[src/rtl/core/mact_pkg.sv]
package mact_pkg;

   localparam int MACT_HISTORY_DEPTH = 64;

   localparam int PRICE_W = 32;
   localparam int WIN_W   = 7;
   localparam int LAG_W   = 6;
   localparam int DIFF_W  = 33;
   localparam int PCT_W   = 40;
   localparam int FRAC_W  = 16;
   localparam int SCALE_W = 7;
   localparam int SUM_W   = PRICE_W + WIN_W;
   localparam int PROD_W  = PRICE_W + SCALE_W;
   localparam int NUM_W   = PROD_W + FRAC_W;
   localparam int ITER_W  = 6;

   localparam int CSR_ADDR_W = 3;
   localparam int CSR_DATA_W = 32;

   localparam logic [WIN_W-1:0]   WINDOW_RESET = WIN_W'(7);
   localparam logic [LAG_W-1:0]   LAG_RESET    = LAG_W'(1);
   localparam logic [SCALE_W-1:0] PCT_HUNDRED  = SCALE_W'(100);
   localparam logic [NUM_W-1:0]   PCT_SCALE    = NUM_W'(6553600);
   localparam logic [PCT_W-1:0]   PCT_MAX      = {1'b0, {(PCT_W-1){1'b1}}};
   localparam logic [ITER_W-1:0]  AVG_ITERS    = ITER_W'(SUM_W);
   localparam logic [ITER_W-1:0]  PCT_ITERS    = ITER_W'(NUM_W);

   typedef enum logic [0:0] {
      REG_WINDOW = 1'b0,
      REG_LAG    = 1'b1
   } mact_reg_type;

   typedef enum logic [2:0] {
      ST_IDLE,
      ST_SUM,
      ST_LAG,
      ST_LAG_WAIT,
      ST_DIV_AVG,
      ST_PCT_START,
      ST_DIV_PCT,
      ST_DONE
   } mact_state_type;

   typedef struct packed {
      logic accept;
      logic rd_sum;
      logic rd_lag;
      logic lag_capture;
      logic div_avg_start;
      logic avg_capture;
      logic div_pct_start;
      logic pct_capture;
      logic load_out;
   } mact_cmd_type;

   typedef struct packed {
      logic avg_ok;
      logic lag_ok;
      logic sum_last;
      logic div_done;
      logic avg_zero;
      logic out_busy;
   } mact_sts_type;

endpackage

[src/rtl/core/mact_div.sv]
module mact_div import mact_pkg::*; (
   input  logic                clock,
   input  logic                reset,
   input  logic                start,
   input  logic [NUM_W-1:0]    num,
   input  logic [PRICE_W-1:0]  den,
   input  logic [ITER_W-1:0]   iters,
   output logic                done,
   output logic [NUM_W-1:0]    quot
);

   logic [NUM_W-1:0]   num_ff,  num_in;
   logic [PRICE_W-1:0] den_ff,  den_in;
   logic [PRICE_W-1:0] rem_ff,  rem_in;
   logic [NUM_W-1:0]   quot_ff, quot_in;
   logic [ITER_W-1:0]  cnt_ff,  cnt_in;
   logic               done_ff, done_in;

   logic               busy;
   logic [PRICE_W:0]   rem_sh;
   logic [PRICE_W:0]   diff;
   logic               fits;

   // Restoring division: one quotient bit per cycle, numerator MSB first.
   always_comb begin
      busy    = cnt_ff != '0;
      rem_sh  = {rem_ff, num_ff[NUM_W-1]};
      diff    = rem_sh - {1'b0, den_ff};
      fits    = rem_sh >= {1'b0, den_ff};
      num_in  = num_ff;
      den_in  = den_ff;
      rem_in  = rem_ff;
      quot_in = quot_ff;
      cnt_in  = cnt_ff;
      done_in = busy && (cnt_ff == ITER_W'(1));
      if (start) begin
         num_in  = num;
         den_in  = den;
         rem_in  = '0;
         quot_in = '0;
         cnt_in  = iters;
      end else if (busy) begin
         num_in  = {num_ff[NUM_W-2:0], 1'b0};
         rem_in  = fits ? diff[PRICE_W-1:0] : rem_sh[PRICE_W-1:0];
         quot_in = {quot_ff[NUM_W-2:0], fits};
         cnt_in  = cnt_ff - ITER_W'(1);
      end
   end

   always_ff @(posedge clock) begin
      if (reset) begin
         cnt_ff  <= '0;
         done_ff <= 1'b0;
      end else begin
         cnt_ff  <= cnt_in;
         done_ff <= done_in;
      end
   end

   always_ff @(posedge clock) begin
      num_ff  <= num_in;
      den_ff  <= den_in;
      rem_ff  <= rem_in;
      quot_ff <= quot_in;
   end

   assign done = done_ff;
   assign quot = quot_ff;

endmodule

[src/rtl/core/mact_ctrl.sv]
module mact_ctrl import mact_pkg::*; (
   input  logic         clock,
   input  logic         reset,
   input  logic         req_valid,
   input  mact_sts_type sts,
   output logic         req_stall,
   output mact_cmd_type cmd
);

   mact_state_type state_ff, state_in;

   always_comb begin
      state_in = state_ff;
      unique case (state_ff)
         ST_IDLE: begin
            if (req_valid) state_in = ST_SUM;
         end
         ST_SUM: begin
            if (!sts.avg_ok || sts.sum_last) state_in = ST_LAG;
         end
         ST_LAG: begin
            state_in = ST_LAG_WAIT;
         end
         ST_LAG_WAIT: begin
            state_in = sts.avg_ok ? ST_DIV_AVG : ST_DONE;
         end
         ST_DIV_AVG: begin
            if (sts.div_done) state_in = ST_PCT_START;
         end
         ST_PCT_START: begin
            state_in = sts.avg_zero ? ST_DONE : ST_DIV_PCT;
         end
         ST_DIV_PCT: begin
            if (sts.div_done) state_in = ST_DONE;
         end
         ST_DONE: begin
            if (!sts.out_busy) state_in = ST_IDLE;
         end
         default: begin
            state_in = ST_IDLE;
         end
      endcase
   end

   always_comb begin
      cmd = '0;
      unique case (state_ff)
         ST_IDLE:      cmd.accept        = req_valid;
         ST_SUM:       cmd.rd_sum        = sts.avg_ok;
         ST_LAG:       cmd.rd_lag        = sts.lag_ok;
         ST_LAG_WAIT: begin
            cmd.lag_capture   = sts.lag_ok;
            cmd.div_avg_start = sts.avg_ok;
         end
         ST_DIV_AVG:   cmd.avg_capture   = sts.div_done;
         ST_PCT_START: cmd.div_pct_start = !sts.avg_zero;
         ST_DIV_PCT:   cmd.pct_capture   = sts.div_done;
         ST_DONE:      cmd.load_out      = !sts.out_busy;
         default:      cmd = '0;
      endcase
   end

   assign req_stall = state_ff != ST_IDLE;

   always_ff @(posedge clock) begin
      if (reset) begin
         state_ff <= ST_IDLE;
      end else begin
         state_ff <= state_in;
      end
   end

endmodule

[src/rtl/core/mact_dp.sv]
module mact_dp import mact_pkg::*; #(
   parameter int HISTORY_DEPTH = MACT_HISTORY_DEPTH
) (
   input  logic                     clock,
   input  logic                     reset,
   input  mact_cmd_type             cmd,
   output mact_sts_type             sts,
   input  logic [PRICE_W-1:0]       req_price_sample,
   input  logic [WIN_W-1:0]         window_days,
   input  logic [LAG_W-1:0]         lag_days,
   output logic                     rsp_valid,
   input  logic                     rsp_stall,
   output logic [PRICE_W-1:0]       rsp_window_mean,
   output logic signed [DIFF_W-1:0] rsp_change_from_average,
   output logic signed [DIFF_W-1:0] rsp_change_from_lag,
   output logic signed [PCT_W-1:0]  rsp_percent_change,
   output logic                     rsp_average_valid,
   output logic                     rsp_lag_valid,
   output logic                     rsp_percent_valid
);

   localparam int PTR_W = (HISTORY_DEPTH > 1) ? $clog2(HISTORY_DEPTH) : 1;
   localparam int CNT_W = $clog2(HISTORY_DEPTH + 1);
   localparam int CMP_W = ((CNT_W > WIN_W) ? CNT_W : WIN_W) + 1;
   localparam int IDX_W = ((PTR_W > LAG_W) ? PTR_W : LAG_W) + 1;
   localparam logic [PTR_W-1:0] LAST_PTR  = PTR_W'(HISTORY_DEPTH - 1);
   localparam logic [CNT_W-1:0] DEPTH_CNT = CNT_W'(HISTORY_DEPTH);

   logic [PRICE_W-1:0] price_hist_ff [HISTORY_DEPTH];

   logic [PTR_W-1:0]   wp_ff,        wp_in;
   logic [CNT_W-1:0]   cnt_ff,       cnt_in;
   logic [PTR_W-1:0]   newest_ff,    newest_in;
   logic [PTR_W-1:0]   rd_ptr_ff,    rd_ptr_in;
   logic [WIN_W-1:0]   k_ff,         k_in;
   logic               rd_sum_d_ff,  rd_sum_d_in;
   logic [PRICE_W-1:0] rd_data_ff;
   logic [PRICE_W-1:0] price_ff,     price_in;
   logic [PROD_W-1:0]  prod_ff,      prod_in;
   logic [SUM_W-1:0]   sum_ff,       sum_in;
   logic               avg_ok_ff,    avg_ok_in;
   logic               lag_ok_ff,    lag_ok_in;
   logic [PRICE_W-1:0] avg_ff,       avg_in;
   logic [DIFF_W-1:0]  chg_lag_ff,   chg_lag_in;
   logic [PCT_W-1:0]   pct_ff,       pct_in;

   logic               rsp_valid_ff, rsp_valid_in;
   logic [PRICE_W-1:0] out_avg_ff,   out_avg_in;
   logic [DIFF_W-1:0]  out_chg_avg_ff, out_chg_avg_in;
   logic [DIFF_W-1:0]  out_chg_lag_ff, out_chg_lag_in;
   logic [PCT_W-1:0]   out_pct_ff,   out_pct_in;
   logic               out_avg_ok_ff, out_avg_ok_in;
   logic               out_lag_ok_ff, out_lag_ok_in;
   logic               out_pct_ok_ff, out_pct_ok_in;

   logic [CNT_W-1:0]   cnt_next;
   logic [IDX_W-1:0]   newest_x;
   logic [IDX_W-1:0]   lag_x;
   logic [IDX_W-1:0]   lag_addr_x;
   logic [PTR_W-1:0]   lag_addr;
   logic [PTR_W-1:0]   rd_addr;
   logic               rd_en;
   logic               pct_ok;

   logic               div_start;
   logic [NUM_W-1:0]   div_num;
   logic [PRICE_W-1:0] div_den;
   logic [ITER_W-1:0]  div_iters;
   logic               div_done;
   logic [NUM_W-1:0]   div_quot;
   logic [NUM_W-1:0]   pct_raw;

   mact_div u_div (
      .clock (clock),
      .reset (reset),
      .start (div_start),
      .num   (div_num),
      .den   (div_den),
      .iters (div_iters),
      .done  (div_done),
      .quot  (div_quot)
   );

   // Divider operands: window sum first, then scaled price over the mean.
   always_comb begin
      div_start = cmd.div_avg_start | cmd.div_pct_start;
      if (cmd.div_pct_start) begin
         div_num   = {prod_ff, {FRAC_W{1'b0}}};
         div_den   = avg_ff;
         div_iters = PCT_ITERS;
      end else begin
         div_num   = {sum_ff, {FRAC_W{1'b0}}};
         div_den   = PRICE_W'(window_days);
         div_iters = AVG_ITERS;
      end
   end

   // Sample lag_days back from the newest slot, wrapping around the ring.
   always_comb begin
      newest_x = IDX_W'(newest_ff);
      lag_x    = IDX_W'(lag_days);
      if (newest_x >= lag_x) begin
         lag_addr_x = newest_x - lag_x;
      end else begin
         lag_addr_x = newest_x + IDX_W'(HISTORY_DEPTH) - lag_x;
      end
      lag_addr = lag_addr_x[PTR_W-1:0];
      rd_en    = cmd.rd_sum | cmd.rd_lag;
      rd_addr  = cmd.rd_lag ? lag_addr : rd_ptr_ff;
   end

   always_ff @(posedge clock) begin
      if (cmd.accept) price_hist_ff[wp_ff] <= req_price_sample;
      if (rd_en) rd_data_ff <= price_hist_ff[rd_addr];
   end

   always_comb begin
      cnt_next    = (cnt_ff == DEPTH_CNT) ? cnt_ff : cnt_ff + CNT_W'(1);
      wp_in       = wp_ff;
      cnt_in      = cnt_ff;
      newest_in   = newest_ff;
      rd_ptr_in   = rd_ptr_ff;
      k_in        = k_ff;
      price_in    = price_ff;
      prod_in     = prod_ff;
      avg_ok_in   = avg_ok_ff;
      lag_ok_in   = lag_ok_ff;
      rd_sum_d_in = cmd.rd_sum;
      sum_in      = sum_ff;
      if (cmd.accept) begin
         wp_in     = (wp_ff == LAST_PTR) ? '0 : wp_ff + PTR_W'(1);
         cnt_in    = cnt_next;
         newest_in = wp_ff;
         rd_ptr_in = wp_ff;
         k_in      = '0;
         price_in  = req_price_sample;
         prod_in   = PROD_W'(req_price_sample) * PROD_W'(PCT_HUNDRED);
         avg_ok_in = (window_days != '0) && (CMP_W'(window_days) <= CMP_W'(cnt_next));
         lag_ok_in = CMP_W'(lag_days) < CMP_W'(cnt_next);
         sum_in    = '0;
      end else begin
         if (cmd.rd_sum) begin
            rd_ptr_in = (rd_ptr_ff == '0) ? LAST_PTR : rd_ptr_ff - PTR_W'(1);
            k_in      = k_ff + WIN_W'(1);
         end
         // Read data lands in the cycle after its address.
         if (rd_sum_d_ff) sum_in = sum_ff + SUM_W'(rd_data_ff);
      end
   end

   always_comb begin
      pct_raw    = div_quot - PCT_SCALE;
      chg_lag_in = cmd.lag_capture ? {1'b0, price_ff} - {1'b0, rd_data_ff} : chg_lag_ff;
      avg_in     = cmd.avg_capture ? div_quot[PRICE_W-1:0] : avg_ff;
      pct_in     = pct_ff;
      if (cmd.pct_capture) begin
         if (div_quot >= PCT_SCALE && pct_raw > NUM_W'(PCT_MAX)) begin
            pct_in = PCT_MAX;
         end else begin
            pct_in = pct_raw[PCT_W-1:0];
         end
      end
   end

   // Output register: hold while stalled, zero the fields whose flag is low.
   always_comb begin
      pct_ok         = avg_ok_ff && (avg_ff != '0);
      rsp_valid_in   = rsp_valid_ff && rsp_stall;
      out_avg_in     = out_avg_ff;
      out_chg_avg_in = out_chg_avg_ff;
      out_chg_lag_in = out_chg_lag_ff;
      out_pct_in     = out_pct_ff;
      out_avg_ok_in  = out_avg_ok_ff;
      out_lag_ok_in  = out_lag_ok_ff;
      out_pct_ok_in  = out_pct_ok_ff;
      if (cmd.load_out) begin
         rsp_valid_in   = 1'b1;
         out_avg_in     = avg_ok_ff ? avg_ff : '0;
         out_chg_avg_in = avg_ok_ff ? {1'b0, price_ff} - {1'b0, avg_ff} : '0;
         out_chg_lag_in = lag_ok_ff ? chg_lag_ff : '0;
         out_pct_in     = pct_ok ? pct_ff : '0;
         out_avg_ok_in  = avg_ok_ff;
         out_lag_ok_in  = lag_ok_ff;
         out_pct_ok_in  = pct_ok;
      end
   end

   always_ff @(posedge clock) begin
      if (reset) begin
         wp_ff        <= '0;
         cnt_ff       <= '0;
         rd_sum_d_ff  <= 1'b0;
         rsp_valid_ff <= 1'b0;
      end else begin
         wp_ff        <= wp_in;
         cnt_ff       <= cnt_in;
         rd_sum_d_ff  <= rd_sum_d_in;
         rsp_valid_ff <= rsp_valid_in;
      end
   end

   always_ff @(posedge clock) begin
      newest_ff      <= newest_in;
      rd_ptr_ff      <= rd_ptr_in;
      k_ff           <= k_in;
      price_ff       <= price_in;
      prod_ff        <= prod_in;
      sum_ff         <= sum_in;
      avg_ok_ff      <= avg_ok_in;
      lag_ok_ff      <= lag_ok_in;
      avg_ff         <= avg_in;
      chg_lag_ff     <= chg_lag_in;
      pct_ff         <= pct_in;
      out_avg_ff     <= out_avg_in;
      out_chg_avg_ff <= out_chg_avg_in;
      out_chg_lag_ff <= out_chg_lag_in;
      out_pct_ff     <= out_pct_in;
      out_avg_ok_ff  <= out_avg_ok_in;
      out_lag_ok_ff  <= out_lag_ok_in;
      out_pct_ok_ff  <= out_pct_ok_in;
   end

   always_comb begin
      sts.avg_ok   = avg_ok_ff;
      sts.lag_ok   = lag_ok_ff;
      sts.sum_last = k_ff == (window_days - WIN_W'(1));
      sts.div_done = div_done;
      sts.avg_zero = avg_ff == '0;
      sts.out_busy = rsp_valid_ff && rsp_stall;
   end

   assign rsp_valid               = rsp_valid_ff;
   assign rsp_window_mean         = out_avg_ff;
   assign rsp_change_from_average = $signed(out_chg_avg_ff);
   assign rsp_change_from_lag     = $signed(out_chg_lag_ff);
   assign rsp_percent_change      = $signed(out_pct_ff);
   assign rsp_average_valid       = out_avg_ok_ff;
   assign rsp_lag_valid           = out_lag_ok_ff;
   assign rsp_percent_valid       = out_pct_ok_ff;

endmodule

[src/rtl/core/moving_average_change_tracker.sv]
// Channel   Direction  Handshake          Payload
// req_      in         req_valid/stall    price_sample (Q16.16)
// rsp_      out        rsp_valid/stall    mean, two changes, percent, three flags
// csr_      in/out     APB psel/penable   window_days @0x0, lag_days @0x4
//
// One request at a time. Once a request is taken and the mean is valid and nonzero, the
// steps run in order: one history read per sample, the lag read, then the shared divider
// at one quotient bit per cycle (a 39-bit quotient for the mean, a setup state, a 55-bit
// quotient for percent), and last the result load. A zero mean skips percent; with no
// valid mean the result loads after the lag read, with no history sum or division.
// req_stall drops in the cycle after the load. Reset is synchronous and clears the write
// pointer, sample count and control; history is not cleared. A stalled result holds;
// the next request is taken while it waits, and its result loads once the first is taken.
module moving_average_change_tracker import mact_pkg::*; #(
   parameter int HISTORY_DEPTH = MACT_HISTORY_DEPTH
) (
   input  logic                     clock,
   input  logic                     reset,
   input  logic                     req_valid,
   output logic                     req_stall,
   input  logic [PRICE_W-1:0]       req_price_sample,
   output logic                     rsp_valid,
   input  logic                     rsp_stall,
   output logic [PRICE_W-1:0]       rsp_window_mean,
   output logic signed [DIFF_W-1:0] rsp_change_from_average,
   output logic signed [DIFF_W-1:0] rsp_change_from_lag,
   output logic signed [PCT_W-1:0]  rsp_percent_change,
   output logic                     rsp_average_valid,
   output logic                     rsp_lag_valid,
   output logic                     rsp_percent_valid,
   input  logic                     csr_psel,
   input  logic                     csr_penable,
   input  logic                     csr_pwrite,
   input  logic [CSR_ADDR_W-1:0]    csr_paddr,
   input  logic [CSR_DATA_W-1:0]    csr_pwdata,
   output logic [CSR_DATA_W-1:0]    csr_prdata,
   output logic                     csr_pready
);

   logic [WIN_W-1:0] window_ff, window_in;
   logic [LAG_W-1:0] lag_ff,    lag_in;
   mact_reg_type     reg_sel;
   logic             csr_write;

   mact_cmd_type     cmd;
   mact_sts_type     sts;

   always_comb begin
      reg_sel   = mact_reg_type'(csr_paddr[CSR_ADDR_W-1]);
      csr_write = csr_psel && csr_penable && csr_pwrite && csr_pready;
      window_in = window_ff;
      lag_in    = lag_ff;
      unique case (reg_sel)
         REG_WINDOW: begin
            csr_prdata = CSR_DATA_W'(window_ff);
            if (csr_write) window_in = csr_pwdata[WIN_W-1:0];
         end
         REG_LAG: begin
            csr_prdata = CSR_DATA_W'(lag_ff);
            if (csr_write) lag_in = csr_pwdata[LAG_W-1:0];
         end
         default: begin
            csr_prdata = '0;
         end
      endcase
   end

   assign csr_pready = 1'b1;

   always_ff @(posedge clock) begin
      if (reset) begin
         window_ff <= WINDOW_RESET;
         lag_ff    <= LAG_RESET;
      end else begin
         window_ff <= window_in;
         lag_ff    <= lag_in;
      end
   end

   mact_ctrl u_ctrl (
      .clock     (clock),
      .reset     (reset),
      .req_valid (req_valid),
      .sts       (sts),
      .req_stall (req_stall),
      .cmd       (cmd)
   );

   mact_dp #(
      .HISTORY_DEPTH (HISTORY_DEPTH)
   ) u_dp (
      .clock                   (clock),
      .reset                   (reset),
      .cmd                     (cmd),
      .sts                     (sts),
      .req_price_sample        (req_price_sample),
      .window_days             (window_ff),
      .lag_days                (lag_ff),
      .rsp_valid               (rsp_valid),
      .rsp_stall               (rsp_stall),
      .rsp_window_mean         (rsp_window_mean),
      .rsp_change_from_average (rsp_change_from_average),
      .rsp_change_from_lag     (rsp_change_from_lag),
      .rsp_percent_change      (rsp_percent_change),
      .rsp_average_valid       (rsp_average_valid),
      .rsp_lag_valid           (rsp_lag_valid),
      .rsp_percent_valid       (rsp_percent_valid)
   );

endmodule

[config.mk]
export PLATFORM = sky130hd
export DESIGN_NAME = moving_average_change_tracker
export DESIGN_NICKNAME = d
export VERILOG_FILES = /design/src/rtl/core/mact_pkg.sv /design/src/rtl/core/mact_div.sv /design/src/rtl/core/mact_ctrl.sv /design/src/rtl/core/mact_dp.sv /design/src/rtl/core/moving_average_change_tracker.sv
export SDC_FILE = /design/constraint.sdc
export NUM_CORES = 2
export LEC_CHECK = 0
export ABC_AREA = 1
export BUFFER_PORTS_ARGS = -buffer_cell sky130_fd_sc_hd__buf_2
export CAP_MARGIN = 20
export CORE_ASPECT_RATIO = 0.5
export CORE_UTILIZATION = 55
export DETAILED_ROUTE_END_ITERATION = 12
export PLACE_DENSITY = 0.72
export SYNTH_ARGS = -nofsm -noshare
export SYNTH_HDL_FRONTEND = slang
export SYNTH_SLANG_ARGS = --single-unit
[constraint.sdc]
create_clock -name clock -period 11.5 [get_ports clock]
set_input_delay 2.3 -clock clock [delete_from_list [all_inputs] [get_ports clock]]
set_output_delay 2.3 -clock clock [all_outputs]
set_load 0.01 [all_outputs]
Word level (Yosys, flattened, before mapping) --
Memories as Yosys holds them, arrays and structs flattened. A register that Yosys moved wholly into a read port is not among the register bits. Index checks and enable logic that the tools add are counted.
Storage, ports and cells: register bits 587, bits in writable memories 2048, logic and storage cells 131, memories 1
Cells by class: $add $sub $neg 14, $mul 1, magnitude comparators 6, eq/ne operators 16, multiplexer cells 35, bitwise logic cells 3, reductions and logical operators 23
Memory list:
- u_dp.price_hist_ff | depth 64, bits a word 32, rd ports 1, clocked after memory_dff 1, write ports 1, line mact_dp.sv:29 | logic [PRICE_W-1:0] price_hist_ff [HISTORY_DEPTH];
Operators by type and width (number):
- 55-bit two-way mux | 3
- 32-bit by 32-bit subtractor with 33-bit output | 2
- 32-bit one-hot mux with 2 select lines | 1
- 55-bit by 23-bit greater-or-equal comparator with 1-bit output, second input constant | 1
- 55-bit by 39-bit > comparator with 1-bit output, second input constant | 1
- 55-bit by 23-bit subtractor with 55-bit output, second input constant | 1
- 6-bit two-way mux | 8
- 39-bit by 32-bit adder with 39-bit output | 1
- 32-bit by 5-bit multiplier with 37-bit output, second input constant | 1
- 33-bit by 32-bit greater-or-equal comparator with 1-bit output | 1
- 32-bit logical NOT | 1
- 32-bit two-way mux | 1
- 32-bit nonzero test | 1
- 32-bit subtractor | 1
- 3-bit one-hot mux with 8 select lines | 1
- 3-bit two-way mux | 5
- 7-bit by 1-bit adder with 7-bit output, second input constant | 2
- 7-bit two-way mux | 2
- 6-bit by 1-bit adder with 6-bit output, second input constant | 2
- 3-bit equality test, second input constant | 4
- 6-bit by 1-bit subtractor with 6-bit output, second input constant | 2
- 6-bit subtractor | 2
- 1-bit two-way mux | 11
- 7-bit equality test | 1
- other kinds (26) | 42

Logic depth before layout (Yosys ltp) --
depth in word-level cells 5, mapped depth 19, mapped depth without buffers 18

By module --
Synthesis repeated with hierarchy kept, for this count alone.
Unflattened totals: cell total of the unflattened synthesis 11254, area total of the unflattened synthesis 121253.8 sq um
Modules (own cells, without submodules):
- mact_dp | instances 1, cells an instance 9809, area each 110549.8 sq um, sequential area each 73470.5 sq um
- mact_div | instances 1, cells an instance 1262, area each 9571.7 sq um, sequential area each 4494.3 sq um
- moving_average_change_tracker | instances 1, cells an instance 127, area each 835.8 sq um, sequential area each 260.2 sq um
- mact_ctrl | instances 1, cells an instance 56, area each 296.5 sq um, sequential area each 60.1 sq um

Least setup slack after synthesis --
OpenSTA, ideal clock, no wires.
path type in2reg, from in rsp_stall, to reg u_dp.out_avg_ok_ff, in the netlist u_dp.rsp_average_valid (enable), arrival 8.932 ns, required time 10.811 ns, setup slack 1.879 ns, stages on the path 1, buffers on the path 0, cell sequence a21oi_1
Between the ends: cells in the longest elaborated chain, start to end 3
RTL lines:
- start, declared | line moving_average_change_tracker.sv:23 | input logic rsp_stall,
- 1-bit logical AND | line mact_dp.sv:229 | sts.out_busy = rsp_valid_ff && rsp_stall;
- 1-bit logical NOT
- 1-bit two-way mux | line mact_ctrl.sv:47 | unique case (state_ff)
- end signal, assigned | line mact_dp.sv:218 | out_avg_ok_ff <= out_avg_ok_in;
- end, declared | line mact_dp.sv:52 | logic out_avg_ok_ff, out_avg_ok_in;
Every way passes these cells. A chain may end at the register's enable or synchronous reset.

Worst setup path in the final report --
from reg u_dp.lag_ok_ff, to reg u_dp.rd_data_ff[24] (read register of u_dp.price_hist_ff) (data pin)
Between the ends: cells in the longest elaborated chain, start to end 2
RTL lines:
- start, declared | line mact_dp.sv:42 | logic lag_ok_ff, lag_ok_in;
- start signal, assigned | line mact_dp.sv:210 | lag_ok_ff <= lag_ok_in;
- 1-bit two-way mux * | line mact_ctrl.sv:47
- 6-bit two-way mux / 1-bit OR (equally long branches) | line mact_dp.sv:109, mact_dp.sv:108
- end, declared | line mact_dp.sv:37 | logic [PRICE_W-1:0] rd_data_ff;
Mark *: on every way between the ends. The rest lies on a longest branch, timed or not.

==> reports/results.tsv <==
metric	value	unit
worst_ep_arrival_time	6.70	ns
synth_most_common_cell	nand2_1	
grt_pass1_vias	80700	
ys_warn_count	0	
period_minus_slack	6.12	ns
drtPass1Iterations	9	
syn_area_per_cell	10.1	sq um
finClkSkew	0.0549	ns
design.core.area	218000	sq um
hold_path.class	reg -> reg	
rsz0062_at_grt	no	
p_total	35.4	mW
cts_resized	0	
synth_area_leader_cell	edfxtp_1	
critical-path-top-cell-by-count	nand3_1	
rr_startpoint	u_dp.lag_ok_ff	
crit_required	12.08	ns
via_per_inst	5.73	
synth_cell_type_count	52	
drive_gt1_share	6.51	%
pin_count	250	
synth_seq_cells	2648	
clkTransAtPathRegs	0.07	ns
cp_slowest_cell	buf_4	
outcome	completed	
fp.dieW	665	um
antenna_found_initial	18	
crit_fanout	46	
initial_core_util	55.5	%
synthesis.area	121000	sq um
hold_viol	0	
setup_violations	0	
critPathKind	reg -> reg	
synth_cells	11900	
peakVddDrop	0.350	mV
grt_pass1_wl	506	mm
htreeDepth	4	
relSlewSlack	17.4	%
synth-edff-count	2477	
hold-path-endpoint	u_dp.avg_ff[9]	
power.density	267	nW/um^2
critPathLaunchType	flip-flop	
via_count	86500	
ant_nets	0	
clock_sinks	2648	
insertion_delay	0.91	ns
dieArea	222000	sq um
drtIter0Drc	11500	
yosys-top-cells-count	4044 x nand2_1, 2477 x edfxtp_1, 1377 x inv_1, 1377 x nand3_1, 471 x nor2_1	
finalCritPeriodShare	53.3	%
numCtsBuffers	228	
area_growth	9.34	%
final_nets	12400	
r2r_end	u_dp.rd_data_ff[24]	
path_cells	buf_4 > nand3_1 > inv_1 > nand2_1 > o21ai_4 > buf_4 > buf_4 > buf_4 > nand3_1 > nand3_1 > nand3_1 > nand3_1 > nand2_1	
rr_worst_depth	13	
wirelength	344	mm
synth_top_area_share	61.5	%
grt_max_degree	186	
p_leak	54.4	nW
drv_cap	0	
num_rows	121	
hold_buffers	0	
holdPathStages	0	
hold_path_startpoint	u_dp.u_div.quot[9]	
grt_overflow	0	
root_buffer	clkbuf_16	
cts_buffer_depth	4	
end_kind	flip-flop	
dp_cells	14700	
synthArstFlopShare	0	%
slowest_delay	0.79	ns
fin_cells	15100	
fmax	163	MHz
post-cts-setup-buffer-count	0	
tightest_slew	1.24	ns
io_buffers	196	
synthFlopType	edfxtp_1	
rrSetupSlack	5.38	ns
fin_setup_tns	0	ns
drc_errors	0	
dp_hpwl	211	mm
wire_per_inst	22.8	um
tritoncts	done	
place.gp.congestion	0.968	
die_h	334	um
drv_slew	0	
synthTopCellsByArea	edfxtp_1 62%, nand2_1 13%, nand3_1 5.7%, inv_1 4.3%, dfxtp_1 2.8%	
grtUsageTotal	30.5	%
yosysSeqAreaShare	64.3	%
-- area by class of cell --
class	count	area, sq um
Inverter	1384	5220
Fill cell	17200	85800
Sequential cell	2648	77800
Multi-Input combinational cell	7393	35900
Clock buffer	290	6100
Timing Repair Buffer	372	2540
Antenna cell	5	12.5
Clock inverter	121	1020
Tap cell	2890	3620
-- stage by stage --
step                utilization (%)  area [sq um]  hold WS, ns  setup slack (ns)
floorplan                         -        121000        0.406              1.88
global placement               57.3        125000        0.418              4.99
detailed placement             57.3        125000        0.424              4.96
CTS                            60.6        132000        0.440              5.60
global route                   60.6        132000        0.449              5.17
finish                         60.7        132000        0.438              5.38
-- routing by layer --
| layer | track usage, % | part of all wire (%) |
|---|---|---|
| met3 | 6.73 | 12 |
| met5 | 0 | 0.020 |
| met1 | 41.4 | 39 |
| met2 | 47.5 | 45 |
| met4 | 13.9 | 5.0 |
-- state kept, by name, indices dropped and copies added (netlist names), 33 cells and up --
register	count
u_dp.rsp_percent_change	40
u_dp.rsp_change_from_average	33
u_dp.prod_ff	34
u_dp.rsp_change_from_lag	33
u_dp.price_hist_ff	2048
u_dp.chg_lag_ff	33
u_dp.sum_ff	39
u_dp.u_div.num_ff	39
u_dp.u_div.quot	55
u_dp.pct_ff	40
-- worst max path at each step --
stage	cells after the start	to	start	slack (ns)
global route	15	u_dp.rd_data_ff[23]	u_dp.lag_ok_ff	5.17
detailed placement	17	u_dp.prod_ff[27]	req_price_sample[1]	4.96
finish	13	u_dp.rd_data_ff[24]	u_dp.lag_ok_ff	5.38
global placement	17	u_dp.prod_ff[27]	req_price_sample[1]	4.99
CTS	13	u_dp.rd_data_ff[24]	u_dp.lag_ok_ff	5.60
floorplan	1	u_dp.rsp_average_valid	rsp_stall	1.88
-- critical path, delay by kind of cell, from the launching register on --
family / cells / cell delay (ns)
AND/OR/NAND/NOR: 7 / 2.24
flip-flops: 1 / 0.33
buffers and inverters: 5 / 2.99
AO/OA/AOI/OAI: 1 / 0.16
-- layout by cell type, fill, tap and decap left out, types with 171 or more instances in the layout --
| cell | instances |
|---|---|
| clkbuf_16 | 233 |
| ha_1 | 259 |
| a21oi_1 | 273 |
| nor2_1 | 407 |
| o211ai_1 | 237 |
| inv_1 | 1374 |
| nand3_1 | 1377 |
| o21ai_0 | 225 |
| dfxtp_1 | 171 |
| nand2_1 | 4039 |
| buf_2 | 195 |
| edfxtp_1 | 2477 |
-- cell families (layout without fill, tap and decap cells) --
family	Yosys count	in the layout	synth area share, %
adders and majority gates	291	291	3.21
other	2	31	0.00621
xor gates and xnor gates	122	122	0.884
and+or+nand+nor	6026	6026	20.4
AOI/OAI and AO/OA	928	928	4.66
DFF	2648	2648	64.3
buffers and inverters	1931	2167	6.53
-- where the power goes --
group | switching (mW) | internal, mW
combinational | 11.5 | 4.26
sequential | 0.501 | 11.5
clock | 3.51 | 4.09
(Power assumes the default switching activity.)
